===== src/rtl/tomp_pkg.sv =====
// Shared types and constants for the time-optimal motion planner.
`default_nettype none
package tomp_pkg;

	localparam int FRAC_BITS    = 16;
	localparam int MAX_SEGMENTS = 6;
	localparam int RESULT_CAP   = 6;
	localparam int SEG_LIMIT    = (MAX_SEGMENTS < RESULT_CAP) ? MAX_SEGMENTS : RESULT_CAP;
	localparam int SEG_W        = $clog2(SEG_LIMIT + 1);
	localparam int ONE_Q        = 1 << FRAC_BITS;
	localparam int POS_TOL      = (ONE_Q + 50000) / 100000;
	localparam int VEL_TOL      = (ONE_Q + 500) / 1000;

	typedef enum logic [2:0] {
		PH_HOLD      = 3'd0,
		PH_REV       = 3'd1,
		PH_ACC_LIM   = 3'd2,
		PH_ACC_PEAK  = 3'd3,
		PH_CRUISE    = 3'd4,
		PH_STOP      = 3'd5,
		PH_BRAKE_LIM = 3'd6
	} ph_t;

	typedef enum logic [1:0] {
		U_MUL,
		U_DIV,
		U_SQRT
	} uop_t;

	typedef enum logic [4:0] {
		C_NONE, C_LOAD, C_PREP, C_EMIT, C_SQVA, C_BVA, C_CLASS,
		C_DUR_VA, C_DUR_WFD, C_VMSQ, C_OFF_LO, C_OFF_HI, C_DUR_VAVM,
		C_DUR_VMVA, C_DNA, C_SQRT, C_PKCMP, C_PKSQ, C_BPK, C_DUR_PK, C_UPDATE
	} cmd_op_t;

	typedef enum logic [4:0] {
		ST_IDLE, ST_PREP, ST_EMIT, ST_SQVA, ST_BVA, ST_CLASS, ST_BRANCH,
		ST_DUR_VA, ST_DUR_WFD, ST_VMSQ, ST_OFF_LO, ST_OFF_HI, ST_DUR_VAVM,
		ST_DUR_VMVA, ST_DNA, ST_SQRT, ST_PKCMP, ST_PKSQ, ST_BPK, ST_DUR_PK,
		ST_UPDATE
	} ctrl_state_t;

	typedef struct packed {
		cmd_op_t op;
		logic    go;
		logic    first;
		logic    last;
		logic    err;
	} ctrl_cmd_t;

	typedef struct packed {
		logic unit_done;
		logic plan_done;
		logic out_free;
		logic peak_open;
		logic pk_ge_va;
		ph_t  phase;
	} dp_stat_t;

endpackage
`default_nettype wire


===== src/rtl/tomp_arith.sv =====
// Shared iterative multiply, divide and square root unit.
`default_nettype none
module tomp_arith import tomp_pkg::*; (
	input  wire logic        clk,
	input  wire logic        arst_n,
	input  wire logic        start,
	input  wire uop_t        op,
	input  wire logic [63:0] x,
	input  wire logic [32:0] y,
	output logic             done,
	output logic [63:0]      res
);

	localparam int MUL_STEPS  = 33;
	localparam int DIV_STEPS  = 64;
	localparam int SQRT_STEPS = 32;

	logic        busy_q, done_q;
	logic [6:0]  cnt_q;
	uop_t        op_q;
	logic [63:0] acc_q, xa_q, bit_q;
	logic [32:0] yb_q;
	logic [31:0] rem_q;

	logic [32:0] trial;
	logic        ge;
	logic [63:0] rb;
	logic [6:0]  last_cnt;

	always_comb begin
		trial = {rem_q, xa_q[63]};
		ge    = trial >= yb_q;
		rb    = acc_q + bit_q;
		case (op_q)
			U_MUL:   last_cnt = 7'(MUL_STEPS - 1);
			U_DIV:   last_cnt = 7'(DIV_STEPS - 1);
			U_SQRT:  last_cnt = 7'(SQRT_STEPS - 1);
			default: last_cnt = 7'(DIV_STEPS - 1);
		endcase
	end

	always_ff @(posedge clk or negedge arst_n) begin
		if (!arst_n) begin
			busy_q <= 1'b0;
			done_q <= 1'b0;
			cnt_q  <= '0;
		end else begin
			done_q <= 1'b0;
			if (start) begin
				busy_q <= 1'b1;
				cnt_q  <= '0;
			end else if (busy_q) begin
				cnt_q <= cnt_q + 7'd1;
				if (cnt_q == last_cnt) begin
					busy_q <= 1'b0;
					done_q <= 1'b1;
				end
			end
		end
	end

	always_ff @(posedge clk) begin
		if (start) begin
			op_q  <= op;
			acc_q <= '0;
			xa_q  <= x;
			yb_q  <= y;
			rem_q <= '0;
			bit_q <= 64'd1 << 62;
		end else if (busy_q) begin
			case (op_q)
				U_MUL: begin
					if (yb_q[0]) acc_q <= acc_q + xa_q;
					xa_q <= xa_q << 1;
					yb_q <= yb_q >> 1;
				end
				U_DIV: begin
					rem_q <= ge ? 32'(trial - yb_q) : trial[31:0];
					xa_q  <= {xa_q[62:0], ge};
				end
				U_SQRT: begin
					if (xa_q >= rb) begin
						xa_q  <= xa_q - rb;
						acc_q <= (acc_q >> 1) + bit_q;
					end else begin
						acc_q <= acc_q >> 1;
					end
					bit_q <= bit_q >> 2;
				end
				default: acc_q <= acc_q;
			endcase
		end
	end

	assign done = done_q;
	assign res  = (op_q == U_DIV) ? xa_q : acc_q;

endmodule
`default_nettype wire


===== src/rtl/tomp_datapath.sv =====
// Planner datapath: segment state, operand selection, arithmetic unit, output register.
`default_nettype none
module tomp_datapath import tomp_pkg::*; (
	input  wire logic        clk,
	input  wire logic        arst_n,
	input  wire ctrl_cmd_t   cmd,
	output dp_stat_t         stat,
	input  wire logic [30:0] max_speed,
	input  wire logic [30:0] max_accel,
	input  wire logic [31:0] start_pos,
	input  wire logic [31:0] start_vel,
	input  wire logic [31:0] target_pos,
	output logic             out_valid,
	input  wire logic        out_stall,
	output logic [2:0]       phase,
	output logic [31:0]      effort,
	output logic [31:0]      duration,
	output logic [31:0]      end_pos,
	output logic [31:0]      end_vel,
	output logic [31:0]      total_time,
	output logic             status,
	output logic             last
);

	typedef enum logic [2:0] {D_SQVA, D_BVA, D_T, D_PK, D_DUR, D_OFF, D_OFF_BPK} dst_t;

	logic [30:0] a_u, vm_u;
	logic [31:0] a2;

	logic [31:0] pos_q, vel_q, tgt_q, total_q;
	logic [32:0] dn_q;
	logic [31:0] va_q, pk_q;
	logic        sneg_q, vneg_q, peak_open_q, out_valid_q;
	logic [63:0] sqva_q, bva_q, t_q, dur_q, off_q;
	ph_t         phase_q;
	dst_t        dst_q;

	ph_t         rec_phase_q;
	logic [31:0] rec_eff_q, rec_dur_q, rec_pos_q, rec_vel_q, rec_total_q;
	logic [2:0]  o_phase_q;
	logic [31:0] o_eff_q, o_dur_q, o_pos_q, o_vel_q, o_total_q;
	logic        o_status_q, o_last_q;

	logic        u_start, u_done;
	uop_t        u_op;
	logic [63:0] u_x, u_res;
	logic [32:0] u_y;
	dst_t        u_dst;

	logic [32:0] diff, absdiff;
	logic [31:0] absvel;
	logic        plan_done;
	logic [65:0] wfd;
	logic        wfd_gt;

	logic [64:0] sum, offs;
	logic [31:0] new_pos, vend, new_vel, eff_mag, eff_out, dur_sat;
	logic [32:0] tot_sum;
	logic [31:0] new_total;

	assign a_u  = (max_accel == '0) ? 31'd1 : max_accel;
	assign vm_u = (max_speed == '0) ? 31'd1 : max_speed;
	assign a2   = {a_u, 1'b0};

	always_comb begin
		diff      = {tgt_q[31], tgt_q} - {pos_q[31], pos_q};
		absdiff   = diff[32] ? -diff : diff;
		absvel    = vel_q[31] ? -vel_q : vel_q;
		plan_done = (absdiff <= 33'(POS_TOL)) && (absvel <= 32'(VEL_TOL));
		wfd       = {33'd0, dn_q} - {2'd0, bva_q};
		wfd_gt    = !wfd[65] && (wfd > 66'(POS_TOL));
	end

	// operand selection for the shared unit
	always_comb begin
		u_start = 1'b0;
		u_op    = U_DIV;
		u_x     = '0;
		u_y     = 33'(a_u);
		u_dst   = D_DUR;
		case (cmd.op)
			C_SQVA: begin
				u_start = cmd.go; u_op = U_MUL; u_dst = D_SQVA;
				u_x = 64'(va_q); u_y = {1'b0, va_q};
			end
			C_BVA: begin
				u_start = cmd.go; u_dst = D_BVA; u_x = sqva_q; u_y = 33'(a2);
			end
			C_DUR_VA: begin
				u_start = cmd.go; u_x = 64'(va_q) << FRAC_BITS;
			end
			C_DUR_WFD: begin
				u_start = cmd.go; u_x = wfd[63:0] << FRAC_BITS; u_y = 33'(vm_u);
			end
			C_VMSQ: begin
				u_start = cmd.go; u_op = U_MUL; u_dst = D_T;
				u_x = 64'(vm_u); u_y = 33'(vm_u);
			end
			C_OFF_LO: begin
				u_start = cmd.go; u_dst = D_OFF; u_x = sqva_q - t_q; u_y = 33'(a2);
			end
			C_OFF_HI: begin
				u_start = cmd.go; u_dst = D_OFF; u_x = t_q - sqva_q; u_y = 33'(a2);
			end
			C_DUR_VAVM: begin
				u_start = cmd.go; u_x = 64'(va_q - 32'(vm_u)) << FRAC_BITS;
			end
			C_DUR_VMVA: begin
				u_start = cmd.go; u_x = 64'(32'(vm_u) - va_q) << FRAC_BITS;
			end
			C_DNA: begin
				u_start = cmd.go; u_op = U_MUL; u_dst = D_T;
				u_x = 64'(dn_q); u_y = 33'(a_u);
			end
			C_SQRT: begin
				u_start = cmd.go; u_op = U_SQRT; u_dst = D_PK;
				u_x = t_q + (sqva_q >> 1);
			end
			C_PKSQ: begin
				u_start = cmd.go; u_op = U_MUL; u_dst = D_T;
				u_x = 64'(pk_q); u_y = {1'b0, pk_q};
			end
			C_BPK: begin
				u_start = cmd.go; u_dst = D_OFF_BPK; u_x = t_q; u_y = 33'(a2);
			end
			C_DUR_PK: begin
				u_start = cmd.go; u_x = 64'(pk_q - va_q) << FRAC_BITS;
			end
			default: u_start = 1'b0;
		endcase
	end

	tomp_arith u_arith (
		.clk    (clk),
		.arst_n (arst_n),
		.start  (u_start),
		.op     (u_op),
		.x      (u_x),
		.y      (u_y),
		.done   (u_done),
		.res    (u_res)
	);

	// segment end state
	always_comb begin
		offs = sneg_q ? -{off_q[63], off_q} : {off_q[63], off_q};
		sum  = {{33{pos_q[31]}}, pos_q} + offs;
		if (!sum[64] && (|sum[63:31]))
			new_pos = 32'h7FFF_FFFF;
		else if (sum[64] && !(&sum[63:31]))
			new_pos = 32'h8000_0000;
		else
			new_pos = sum[31:0];
		case (phase_q)
			PH_REV, PH_STOP: vend = '0;
			PH_ACC_PEAK:     vend = pk_q;
			default:         vend = 32'(vm_u);
		endcase
		new_vel = sneg_q ? -vend : vend;
		case (phase_q)
			PH_REV, PH_ACC_LIM, PH_ACC_PEAK: eff_mag = 32'(a_u);
			PH_STOP, PH_BRAKE_LIM:           eff_mag = -32'(a_u);
			default:                         eff_mag = '0;
		endcase
		eff_out   = sneg_q ? -eff_mag : eff_mag;
		dur_sat   = (|dur_q[63:32]) ? '1 : dur_q[31:0];
		tot_sum   = {1'b0, total_q} + {1'b0, dur_sat};
		new_total = tot_sum[32] ? '1 : tot_sum[31:0];
	end

	always_ff @(posedge clk or negedge arst_n) begin
		if (!arst_n) begin
			out_valid_q <= 1'b0;
			peak_open_q <= 1'b0;
		end else begin
			if (cmd.op == C_EMIT && cmd.go)
				out_valid_q <= 1'b1;
			else if (!out_stall)
				out_valid_q <= 1'b0;
			if (cmd.op == C_CLASS)
				peak_open_q <= !vneg_q && (va_q < 32'(vm_u)) && wfd_gt;
			else if (cmd.op == C_PKCMP)
				peak_open_q <= 1'b0;
		end
	end

	always_ff @(posedge clk) begin
		if (u_start)
			dst_q <= u_dst;
		if (u_done) begin
			case (dst_q)
				D_SQVA:    sqva_q <= u_res;
				D_BVA:     bva_q  <= u_res;
				D_T:       t_q    <= u_res;
				D_PK:      pk_q   <= u_res[31:0];
				D_DUR:     dur_q  <= u_res;
				D_OFF:     off_q  <= u_res;
				D_OFF_BPK: off_q  <= {31'd0, dn_q} - u_res;
				default:   dur_q  <= u_res;
			endcase
		end
		case (cmd.op)
			C_LOAD: if (cmd.go) begin
				pos_q   <= start_pos;
				vel_q   <= start_vel;
				tgt_q   <= target_pos;
				total_q <= '0;
			end
			C_PREP: begin
				dn_q   <= absdiff;
				sneg_q <= diff[32];
				va_q   <= absvel;
				vneg_q <= diff[32] ? (!vel_q[31] && vel_q != '0) : vel_q[31];
				if (cmd.first) begin
					rec_phase_q <= PH_HOLD;
					rec_eff_q   <= '0;
					rec_dur_q   <= '0;
					rec_pos_q   <= pos_q;
					rec_vel_q   <= vel_q;
					rec_total_q <= '0;
				end
			end
			C_CLASS: begin
				if (vneg_q) begin
					phase_q <= PH_REV;
					off_q   <= -bva_q;
				end else if (va_q < 32'(vm_u) && wfd_gt) begin
					phase_q <= PH_ACC_PEAK;
				end else if (va_q == 32'(vm_u) && wfd_gt) begin
					phase_q <= PH_CRUISE;
					off_q   <= wfd[63:0];
				end else if (va_q <= 32'(vm_u)) begin
					phase_q <= PH_STOP;
					off_q   <= bva_q;
				end else begin
					phase_q <= PH_BRAKE_LIM;
				end
			end
			C_PKCMP: begin
				phase_q <= (32'(vm_u) < pk_q) ? PH_ACC_LIM : PH_ACC_PEAK;
				dur_q   <= '0;
			end
			C_UPDATE: begin
				pos_q       <= new_pos;
				vel_q       <= new_vel;
				total_q     <= new_total;
				rec_phase_q <= phase_q;
				rec_eff_q   <= eff_out;
				rec_dur_q   <= dur_sat;
				rec_pos_q   <= new_pos;
				rec_vel_q   <= new_vel;
				rec_total_q <= new_total;
			end
			C_EMIT: if (cmd.go) begin
				o_phase_q  <= rec_phase_q;
				o_eff_q    <= rec_eff_q;
				o_dur_q    <= rec_dur_q;
				o_pos_q    <= rec_pos_q;
				o_vel_q    <= rec_vel_q;
				o_total_q  <= rec_total_q;
				o_status_q <= cmd.err;
				o_last_q   <= cmd.last;
			end
			default: pos_q <= pos_q;
		endcase
	end

	always_comb begin
		stat.unit_done = u_done;
		stat.plan_done = plan_done;
		stat.out_free  = !out_valid_q || !out_stall;
		stat.peak_open = peak_open_q;
		stat.pk_ge_va  = pk_q >= va_q;
		stat.phase     = phase_q;
	end

	assign out_valid  = out_valid_q;
	assign phase      = o_phase_q;
	assign effort     = o_eff_q;
	assign duration   = o_dur_q;
	assign end_pos    = o_pos_q;
	assign end_vel    = o_vel_q;
	assign total_time = o_total_q;
	assign status     = o_status_q;
	assign last       = o_last_q;

endmodule
`default_nettype wire


===== src/rtl/tomp_ctrl.sv =====
// Planner sequencer: steps each segment through the shared arithmetic unit.
`default_nettype none
module tomp_ctrl import tomp_pkg::*; (
	input  wire logic     clk,
	input  wire logic     arst_n,
	input  wire logic     in_valid,
	output logic          in_stall,
	input  wire dp_stat_t stat,
	output ctrl_cmd_t     cmd
);

	ctrl_state_t       state_q, state_d;
	logic              issued_q, unit_state;
	logic [SEG_W-1:0]  n_q;
	logic              at_limit;

	assign at_limit = n_q == SEG_W'(SEG_LIMIT);

	always_ff @(posedge clk or negedge arst_n) begin
		if (!arst_n) begin
			state_q  <= ST_IDLE;
			issued_q <= 1'b0;
			n_q      <= '0;
		end else begin
			state_q <= state_d;
			if (stat.unit_done)
				issued_q <= 1'b0;
			else if (unit_state)
				issued_q <= 1'b1;
			if (state_q == ST_IDLE && in_valid)
				n_q <= '0;
			else if (state_q == ST_UPDATE)
				n_q <= n_q + SEG_W'(1);
		end
	end

	always_comb begin
		state_d    = state_q;
		unit_state = 1'b0;
		in_stall   = 1'b1;
		cmd.op     = C_NONE;
		cmd.go     = 1'b1;
		cmd.first  = n_q == '0;
		cmd.last   = stat.plan_done || at_limit;
		cmd.err    = !stat.plan_done && at_limit;
		case (state_q)
			ST_IDLE: begin
				in_stall = 1'b0;
				cmd.op   = C_LOAD;
				cmd.go   = in_valid;
				if (in_valid) state_d = ST_PREP;
			end
			ST_PREP: begin
				cmd.op  = C_PREP;
				state_d = (stat.plan_done || n_q != '0) ? ST_EMIT : ST_SQVA;
			end
			ST_EMIT: begin
				cmd.op = C_EMIT;
				cmd.go = stat.out_free;
				if (stat.out_free)
					state_d = cmd.last ? ST_IDLE : ST_SQVA;
			end
			ST_CLASS: begin
				cmd.op  = C_CLASS;
				state_d = ST_BRANCH;
			end
			ST_BRANCH: begin
				if (stat.peak_open)
					state_d = ST_DNA;
				else begin
					case (stat.phase)
						PH_CRUISE:               state_d = ST_DUR_WFD;
						PH_ACC_LIM, PH_BRAKE_LIM: state_d = ST_VMSQ;
						PH_ACC_PEAK:             state_d = ST_PKSQ;
						default:                 state_d = ST_DUR_VA;
					endcase
				end
			end
			ST_PKCMP: begin
				cmd.op  = C_PKCMP;
				state_d = ST_BRANCH;
			end
			ST_UPDATE: begin
				cmd.op  = C_UPDATE;
				state_d = ST_PREP;
			end
			default: begin
				// states that run one operation on the arithmetic unit
				unit_state = !issued_q;
				cmd.go     = !issued_q;
				case (state_q)
					ST_SQVA:     cmd.op = C_SQVA;
					ST_BVA:      cmd.op = C_BVA;
					ST_DUR_VA:   cmd.op = C_DUR_VA;
					ST_DUR_WFD:  cmd.op = C_DUR_WFD;
					ST_VMSQ:     cmd.op = C_VMSQ;
					ST_OFF_LO:   cmd.op = C_OFF_LO;
					ST_OFF_HI:   cmd.op = C_OFF_HI;
					ST_DUR_VAVM: cmd.op = C_DUR_VAVM;
					ST_DUR_VMVA: cmd.op = C_DUR_VMVA;
					ST_DNA:      cmd.op = C_DNA;
					ST_SQRT:     cmd.op = C_SQRT;
					ST_PKSQ:     cmd.op = C_PKSQ;
					ST_BPK:      cmd.op = C_BPK;
					ST_DUR_PK:   cmd.op = C_DUR_PK;
					default:     cmd.op = C_NONE;
				endcase
				if (stat.unit_done) begin
					case (state_q)
						ST_SQVA:  state_d = ST_BVA;
						ST_BVA:   state_d = ST_CLASS;
						ST_VMSQ:
							state_d = (stat.phase == PH_BRAKE_LIM) ? ST_OFF_LO : ST_OFF_HI;
						ST_OFF_LO: state_d = ST_DUR_VAVM;
						ST_OFF_HI: state_d = ST_DUR_VMVA;
						ST_DNA:    state_d = ST_SQRT;
						ST_SQRT:   state_d = ST_PKCMP;
						ST_PKSQ:   state_d = ST_BPK;
						ST_BPK:    state_d = stat.pk_ge_va ? ST_DUR_PK : ST_UPDATE;
						default:   state_d = ST_UPDATE;
					endcase
				end
			end
		endcase
	end

endmodule
`default_nettype wire


===== src/rtl/time_optimal_motion_planner_core.sv =====
// Time-optimal motion planner: top level with limit registers and APB port.
//
// Input channel: start_pos, start_vel, target_pos with in_valid/in_stall.
// An item is taken when in_valid is high and in_stall is low; in_stall is
// low only while no plan is in progress.
// Output channel: one item per segment (phase, effort, duration, end_pos,
// end_vel, total_time, status, last) with out_valid/out_stall; last marks
// the final segment, status flags a plan cut off at the segment limit.
// Timing: every segment runs through one shared iterative unit (33-step
// multiply, 64-step divide, 32-step root). The peak-speed segment is the
// longest, and the 64-step divides set most of it. A start already at the
// target passes through the PREP and EMIT states before out_valid rises
// for its hold item. A plan holds the input off until its last item is
// loaded into the output register.
// A stalled output item holds in its register; the planner waits there
// before loading another one.
// Reset clears the sequencer and output valid; max_speed and max_accel
// return to 1.0 (65536). Write the limits over APB only while idle.
`default_nettype none
module time_optimal_motion_planner_core import tomp_pkg::*; (
	input  wire logic        clk,
	input  wire logic        arst_n,
	input  wire logic        psel,
	input  wire logic        penable,
	input  wire logic        pwrite,
	input  wire logic [2:0]  paddr,
	input  wire logic [31:0] pwdata,
	output logic [31:0]      prdata,
	output logic             pready,
	input  wire logic        in_valid,
	output logic             in_stall,
	input  wire logic [31:0] start_pos,
	input  wire logic [31:0] start_vel,
	input  wire logic [31:0] target_pos,
	output logic             out_valid,
	input  wire logic        out_stall,
	output logic [2:0]       phase,
	output logic [31:0]      effort,
	output logic [31:0]      duration,
	output logic [31:0]      end_pos,
	output logic [31:0]      end_vel,
	output logic [31:0]      total_time,
	output logic             status,
	output logic             last
);

	localparam logic REG_MAX_SPEED = 1'b0;
	localparam logic REG_MAX_ACCEL = 1'b1;

	logic [30:0] max_speed_q, max_accel_q;
	logic        wr;
	ctrl_cmd_t   cmd;
	dp_stat_t    stat;

	assign pready = 1'b1;
	assign wr     = psel && penable && pwrite;

	always_ff @(posedge clk or negedge arst_n) begin
		if (!arst_n) begin
			max_speed_q <= 31'd65536;
			max_accel_q <= 31'd65536;
		end else if (wr) begin
			if (paddr[2] == REG_MAX_SPEED) max_speed_q <= pwdata[30:0];
			if (paddr[2] == REG_MAX_ACCEL) max_accel_q <= pwdata[30:0];
		end
	end

	assign prdata = (paddr[2] == REG_MAX_ACCEL) ? {1'b0, max_accel_q} : {1'b0, max_speed_q};

	tomp_ctrl u_ctrl (
		.clk      (clk),
		.arst_n   (arst_n),
		.in_valid (in_valid),
		.in_stall (in_stall),
		.stat     (stat),
		.cmd      (cmd)
	);

	tomp_datapath u_dp (
		.clk        (clk),
		.arst_n     (arst_n),
		.cmd        (cmd),
		.stat       (stat),
		.max_speed  (max_speed_q),
		.max_accel  (max_accel_q),
		.start_pos  (start_pos),
		.start_vel  (start_vel),
		.target_pos (target_pos),
		.out_valid  (out_valid),
		.out_stall  (out_stall),
		.phase      (phase),
		.effort     (effort),
		.duration   (duration),
		.end_pos    (end_pos),
		.end_vel    (end_vel),
		.total_time (total_time),
		.status     (status),
		.last       (last)
	);

endmodule
`default_nettype wire


===== config.mk =====
export PLATFORM = sky130hd
export DESIGN_NAME = time_optimal_motion_planner_core
export DESIGN_NICKNAME = d
export VERILOG_FILES = /design/src/rtl/tomp_pkg.sv /design/src/rtl/tomp_arith.sv /design/src/rtl/tomp_datapath.sv /design/src/rtl/tomp_ctrl.sv /design/src/rtl/time_optimal_motion_planner_core.sv
export SDC_FILE = /design/constraint.sdc
export NUM_CORES = 2
export LEC_CHECK = 0
export BUFFER_PORTS_ARGS = -buffer_cell sky130_fd_sc_hd__buf_2
export CAP_MARGIN = 20
export CORE_MARGIN = 2
export CORE_UTILIZATION = 45
export DETAILED_ROUTE_END_ITERATION = 6
export RECOVER_POWER = 50
export SYNTH_ARGS = -nofsm -noshare
export SYNTH_HDL_FRONTEND = slang
export SYNTH_SLANG_ARGS = --single-unit

===== constraint.sdc =====
create_clock -name clk -period 32.8 [get_ports clk]
set_clock_uncertainty 0.1 [all_clocks]
set_input_delay 0 -clock clk [delete_from_list [all_inputs] [get_ports clk]]
set_output_delay 0 -clock clk [all_outputs]
set_load 0.05 [all_outputs]

Yosys cells after proc, flatten, opt, wreduce, memory -nomap -nowiden --
Memories as Yosys holds them, arrays and structs flattened. Index checks and enable logic that the tools add are counted.
Storage, ports and cells: register bits after elaboration 1190, ROM bits 160, bits of input ports 138, memories kept 1
Memory list:
- (no name shown) | words 32, bits a word 5, rd ports 1, clocked after memory_dff 0, wr ports 0, line tomp_ctrl.sv:91 | case (state_q)
Operators by class: $add $sub $neg 25, magnitude comparators 9, equal/unequal tests 58, mux-type cells 93, bitwise gates (word level) 2, reduce and logical (&&, ||, !) cells 78
Operators by type and width (number):
- one-hot mux 64 bit (14 select lines) | 1
- two-way mux 64 bit | 12
- one-hot mux 32 bit (2 select lines) | 10
- two-way mux 32 bit | 14
- one-hot mux 64 bit (2 select lines) | 2
- one-hot mux 64 bit (3 select lines) | 1
- subtractor 64 bit | 3
- two-way mux 33 bit | 4
- adder 64 x 63 -> 64 bit | 2
- one-hot mux 32 bit (4 select lines) | 1
- negator 32 bit | 3
- two-way mux 31 bit | 3
- > comparator 66 x 1 -> 1 bit, second input constant | 1
- subtractor 32 x 32 -> 33 bit | 2
- adder 65 bit | 1
- == test 5 x 4 -> 1 bit, second input constant | 13
- two-way mux 65 bit | 1
- negator 65 bit | 1
- subtractor 33 x 64 -> 65 bit | 1
- adder 63 x 63 -> 64 bit | 1
- adder 64 bit | 1
- greater-or-equal comparator 64 bit | 1
- negator 64 bit | 1
- subtractor 33 x 64 -> 64 bit | 1
- other kinds (68) | 184

Longest topological paths before layout --
depth in word-level cells 10, gate-level depth with buffers 31, depth with buffers taken out 29

Modules after synthesis --
Synthesis repeated with hierarchy kept, for this count alone.
Unflattened totals: cell total of the unflattened synthesis 11770, area, all modules 99665.6 µm²
By module, submodules not included:
- tomp_datapath | times used 1, cells each 8048, area each 70057.2 µm², sequential area each 25224.2 µm²
- tomp_arith | times used 1, cells each 3405, area each 25580.8 µm², sequential area each 5760.5 µm²
- time_optimal_motion_planner_core | times used 1, cells each 171, area each 2866.5 µm², sequential area each 1554.0 µm²
- tomp_ctrl | times used 1, cells each 146, area each 1161.1 µm², sequential area each 225.2 µm²

Worst setup path before layout --
Ideal clock, no wire load.
kind reg-to-reg, from register u_ctrl.state_q[0], to register u_dp.rec_dur_q[0], enable pin, setup time 911 ps, arrival 13923 ps, required time 31789 ps, setup slack 17866 ps, cell stages (with the launch flop) 12, period minus slack after synthesis 14934 ps, cell sequence dfrtp_1 inv_1 ha_1 clkbuf_1 nor2_1 or2_2 a21oi_1 mux2_2 clkbuf_1 nor2_1 nand3_1 o21ai_0
Between the ends: cells in the longest elaborated chain, start to end 5, elaborated cells on any way between the ends 14, those cells by class eq/ne: 9; mux: 1; reduce/logical: 3; memory: 1
Ends and longest elaborated chain:
- from (decl) | line tomp_ctrl.sv:12 | ctrl_state_t state_q, state_d;
- from (signal assigned) | line tomp_ctrl.sv:25 | state_q <= state_d;
- memory read (32 x 5 bit), or another cell as far along
- one-hot mux 5 bit (7 select lines) * | line tomp_ctrl.sv:46 | case (state_q)
- == test 5 x 2 -> 1 bit / == test 5 bit (equally long branches) | line tomp_datapath.sv:202 | case (cmd.op)
- inequality test 2 bit (no line) / nonzero test 2 bit (equally long branches)
- AND reduction 2 bit (no line) *
- to (signal assigned) | line tomp_datapath.sv:249 | rec_dur_q <= dur_sat;
- to (decl) | line tomp_datapath.sv:39 | logic [31:0] rec_eff_q, rec_dur_q, rec_pos_q, rec_vel_q, rec_total_q;
Every way passes the cells marked *; elsewhere a longest branch is shown, timed or not. A chain may end at the register's enable or synchronous reset.

Worst setup path after layout --
from register u_dp.u_arith.op_q[1], to register u_dp.off_q[50]
Between the ends: cells in the longest elaborated chain, start to end 10
Ends and longest elaborated chain:
- from (decl) | line tomp_arith.sv:20 | uop_t op_q;
- from (signal assigned) | line tomp_arith.sv:64 | op_q <= op;
- == test 2 x 1 -> 1 bit * | line tomp_arith.sv:96 | assign res = (op_q == U_DIV) ? xa_q : acc_q;
- two-way mux 64 bit * | line tomp_arith.sv:96
- via u_dp.u_arith.res[1] | line tomp_arith.sv:11 | output logic [63:0] res
- subtractor 33 x 64 -> 64 bit * | line tomp_datapath.sv:198 | D_OFF_BPK: off_q <= {31'd0, dn_q} - u_res;
- one-hot mux 64 bit (2 select lines) * | line tomp_datapath.sv:191 | case (dst_q)
- two-way mux 64 bit * | line tomp_datapath.sv:190 | if (u_done) begin
- two-way mux 64 bit | line tomp_datapath.sv:232 | end else if (va_q <= 32'(vm_u)) begin
- two-way mux 64 bit | line tomp_datapath.sv:229 | end else if (va_q == 32'(vm_u) && wfd_gt) begin
- two-way mux 64 bit | line tomp_datapath.sv:227 | end else if (va_q < 32'(vm_u) && wfd_gt) begin
- two-way mux 64 bit | line tomp_datapath.sv:224 | if (vneg_q) begin
- two-way mux 64 bit * | line tomp_datapath.sv:202
- to (signal assigned) | line tomp_datapath.sv:226 | off_q <= -bva_q;
- to (signal assigned) | line tomp_datapath.sv:231 | off_q <= wfd[63:0];
- to (signal assigned) | line tomp_datapath.sv:234 | off_q <= bva_q;
- to (decl) | line tomp_datapath.sv:34 | logic [63:0] sqva_q, bva_q, t_q, dur_q, off_q;
The timed path passes the listed nets; every way through them passes the cells marked *.

==> metrics.md <==
| Metric | Value |
|---|---|
| Status | finished, violations left |
| Failing checks | design-rule violations, max-capacitance violations, max-slew violations |
| Worst EP arrival | 11.78 ns |
| Grt peak-use layer | met2 |
| DRC viols | 19 |
| Starting DRT DRC Count | 12100 |
| Worst path bufs/invs | 3 |
| Crit-path slowest cell | clkbuf_1 |
| Critical path's top delay family | buffers and inverters |
| Detailed Routing Iterations Pass 1 | 7 |
| M1 GR Usage | 0.501 |
| First-pass GRT wire length | 595 mm |
| Detailed Route WL | 414 mm |
| FP Rows | 170 |
| Hold Violations, Final | 0 |
| Crit path cell chain | inv_1, ha_1, clkbuf_1, mux2i_1, inv_1, fa_1, nor2b_1, o21a_1, o21ai_0, a311o_1, a21oi_1, a221o_1, and3_1, o31ai_1, o31ai_1, and2_1, nand3_1, and3_1, a221oi_1, o22ai_1 |
| Setup TNS | 0 ns |
| Synth Flop Type | edfxtp_1 |
| Critical path required time | 33.36 ns |
| Power per Cell Area | 130 nW/um^2 |
| Post-Syn Instances | 11300 |
| Die height | 467 microns |
| Mean Syn Cell Area | 8.59 sq um |
| Layout area overhead | 12.4% |
| Clock Sink Count | 1189 |
| Nets | 12500 |
| Post-Syn Area | 96600 sq um |
| Footprint of the multi-input gates | 60000 sq um |
| P_leak | 42.0 nW |
| Relative slew margins | -2.54 |
| Worst-Margin Slew | 5.31 ns |
| Root Buffer | clkbuf_16 |
| Vias | 94100 |
| Post-Syn Nets | 12100 |
| EDFF count, synth | 851 |
| Final worst path period share | 0.342 |
| Number of nets still failing antenna checks after routing | 0 |
| Hold WC Path Type | in2reg |
| GRT Residual Overflow | 0 |
| H-Tree Level Count | 4 |
| Initial core utilization | 0.452 |
| RSZ-0062 raised after global routing | false |
| Shortest period the worst path allows | 11.22 ns |
| Core box area | 214000 sq um |
| Longest Clk Path Bufs | 3 |
| Critical path type | reg2reg |
| Max Fclk | 0.0891 GHz |
| Final Max Slew Viols | 743 |
| Most frequent cells in the layout | 1104 x nand2_1, 859 x a21oi_1, 851 x edfxtp_1 |
| Cells after DPL | 14000 |
| Die Wd | 467 microns |
| Non-filler cells, final | 14600 |
| Synth unique cells | 110 |
| Reg clk slew, reported paths | 0.07 ns |
| Initial antenna violation count | 35 |
| Die Area | 218000 sq um |
| Flop-to-flop setup slack | 21.58 ns |
| Worst Path Max Fanout | 43 |
| # Post-CTS Setup Buffers | 0 |
| # hold bufs at CTS | 266 |
| Seq/Total Area, Yosys | 0.339 |
| Pre-CTS setup slack | 23.23 ns |
| Post-CTS Resized | 0 |
| Max cap viols | 17 |
| Final setup margin | 21.58 ns |
| FF+latch area | 32700 sq um |
| Maximum number of pins on one net before global-route repair | 118 |
| Tot Pwr | 14.1 mW |
| CP peak stage delay | 2.47 ns |
| Max VDD drop | 0.000175 V |
| # setup viols final | 0 |
| Met2 Usage GRT | 0.541 |
| Ratio of cells with drive above 1 in the final layout | 0.0653 |
| Most common cell after layout, fill and taps aside | nand2_1 |
| Yosys reg bits | 1189 |
| FFs w/ async S/R, synth | 0.0690 |
| Vias per cell | 6.45 |
| Crit. End Element | flop |
| Placer congestion estimate | 1.07 |
| CTS tree | done |
| Gr usage total | 0.367 |
| CTS Buf Count | 141 |
| IO buf count | 332 |
| Met3 Use GR | 0.0846 |
| Drt wl/cell | 28.4 microns |
| Filler Cells Inserted | 20300 |
| Vias in the first global route | 88200 |
| Clock Latency Late Sink | 0.85 ns |
| Ys Warns | 0 |
| Placed wire-length estimate | 323 mm |
| Worst Setup Start Kind | flop |
| IO Count | 338 |
-- logic make-up after synthesis --
family	synth area share
compound gates	0.256
simple gates	0.175
flops	0.339
buf+inv	0.0444
xor+xnor	0.0749
fa+ha+maj	0.0922
mux	0.0185
other cells	0.0000777
-- cells in the mapped netlist (all sizes together), types with 42 or more instances --
master  count  share of area
edfxtp    851           0.26
inv       529          0.021
or3       157          0.010
o21a      132          0.010
a222oi     42         0.0043
a211oi    168          0.013
mux2i      86         0.0089
nand3     250          0.013
o22ai      76         0.0049
a21o      328          0.025
a22o       47         0.0043
nor4      113         0.0076
nand4     138         0.0089
ha        691          0.089
o221ai     42         0.0038
nor2b      96         0.0062
a21boi     67         0.0052
o31ai     105         0.0082
a22oi     160          0.012
or2        44         0.0028
nor3      275          0.015
a31oi     160          0.010
nand2b    135         0.0088
dfrtp      80          0.021
mux2       82         0.0096
o21bai    117         0.0091
nand2    1104          0.043
buf        78         0.0036
and3      109         0.0071
a21oi     861          0.045
xnor2     505          0.046
a221oi    143          0.013
xor2      321          0.029
nor2      811          0.032
clkbuf    520          0.020
dfxtp     256          0.053
and2      105         0.0068
o21ai     777          0.040
o211ai     89         0.0069
-- per-stage QoR --
stage | instance area [sq um] | hold slack, ns | util
global route | 109000 | 0.0689 | 0.508
global placement | 102000 | -0.178 | 0.475
floorplan | 96600 | -0.396 | -
finish | 109000 | 0.0756 | 0.508
CTS | 109000 | 0.0225 | 0.510
detailed placement | 102000 | -0.175 | 0.475
-- sequential cells by signal, indices dropped and copies added (netlist names), 33 cells and up --
name	cells
u_dp.sqva_q	64
u_dp.u_arith.acc_q	64
u_dp.u_arith.xa_q	64
u_dp.dn_q	33
u_dp.bva_q	64
u_dp.dur_q	64
u_dp.t_q	64
u_dp.off_q	64
-- metal layers --
| metal | routed length, microns | vias up |
|---|---|---|
| met2 | 172000 | 4967 |
| met1 | 171000 | 45200 |
| met5 | 209 | - |
| li1 | - | 42900 |
| met4 | 25300 | 32 |
| met3 | 45000 | 947 |
-- power by group --
part / total (mW) / leakage, nW / switching, mW / internal, mW
Combinational: 9.63 / 28.7 / 6.20 / 3.43
Sequential: 2.82 / 10.9 / 0.614 / 2.20
Clock: 1.68 / 2.36 / 0.714 / 0.966
Total: 14.1 / 42.0 / 7.52 / 6.60
-- layout make-up --
cell class | instances | area share
sequential | 1189 | 0.301
clock buffer | 172 | 0.0350
timing repair buffer | 811 | 0.0504
multi-input combinational | 8935 | 0.552
clock inverter | 86 | 0.0101
inverter | 531 | 0.0184
antenna | 13 | 0.000299
tap | 2838 | 0.0327
-- worst min-delay path: stages --
cell and delay, ns:
dlygate4sd3_1 0.52, buf_2 0.16, inv_1 0.06, nor2_1 0.09
nor2_1 0.12
-- path summary, 6_finish.rpt --
check	from	end	cells after the start
worst max-delay path	u_dp.u_arith.op_q[1]	u_dp.off_q[50]	20
worst min-delay path	in_valid	u_ctrl.n_q[2]	5
worst max register to register	u_dp.u_arith.op_q[1]	u_dp.off_q[50]	20
worst min register to register	u_dp.rec_dur_q[21]	u_dp.duration[21]	0
max in group asynchronous	arst_n	u_ctrl.state_q[1]	4
min in group asynchronous	arst_n	max_speed_q[2]	4
Note: power is estimated with default switching activity, not from simulation.
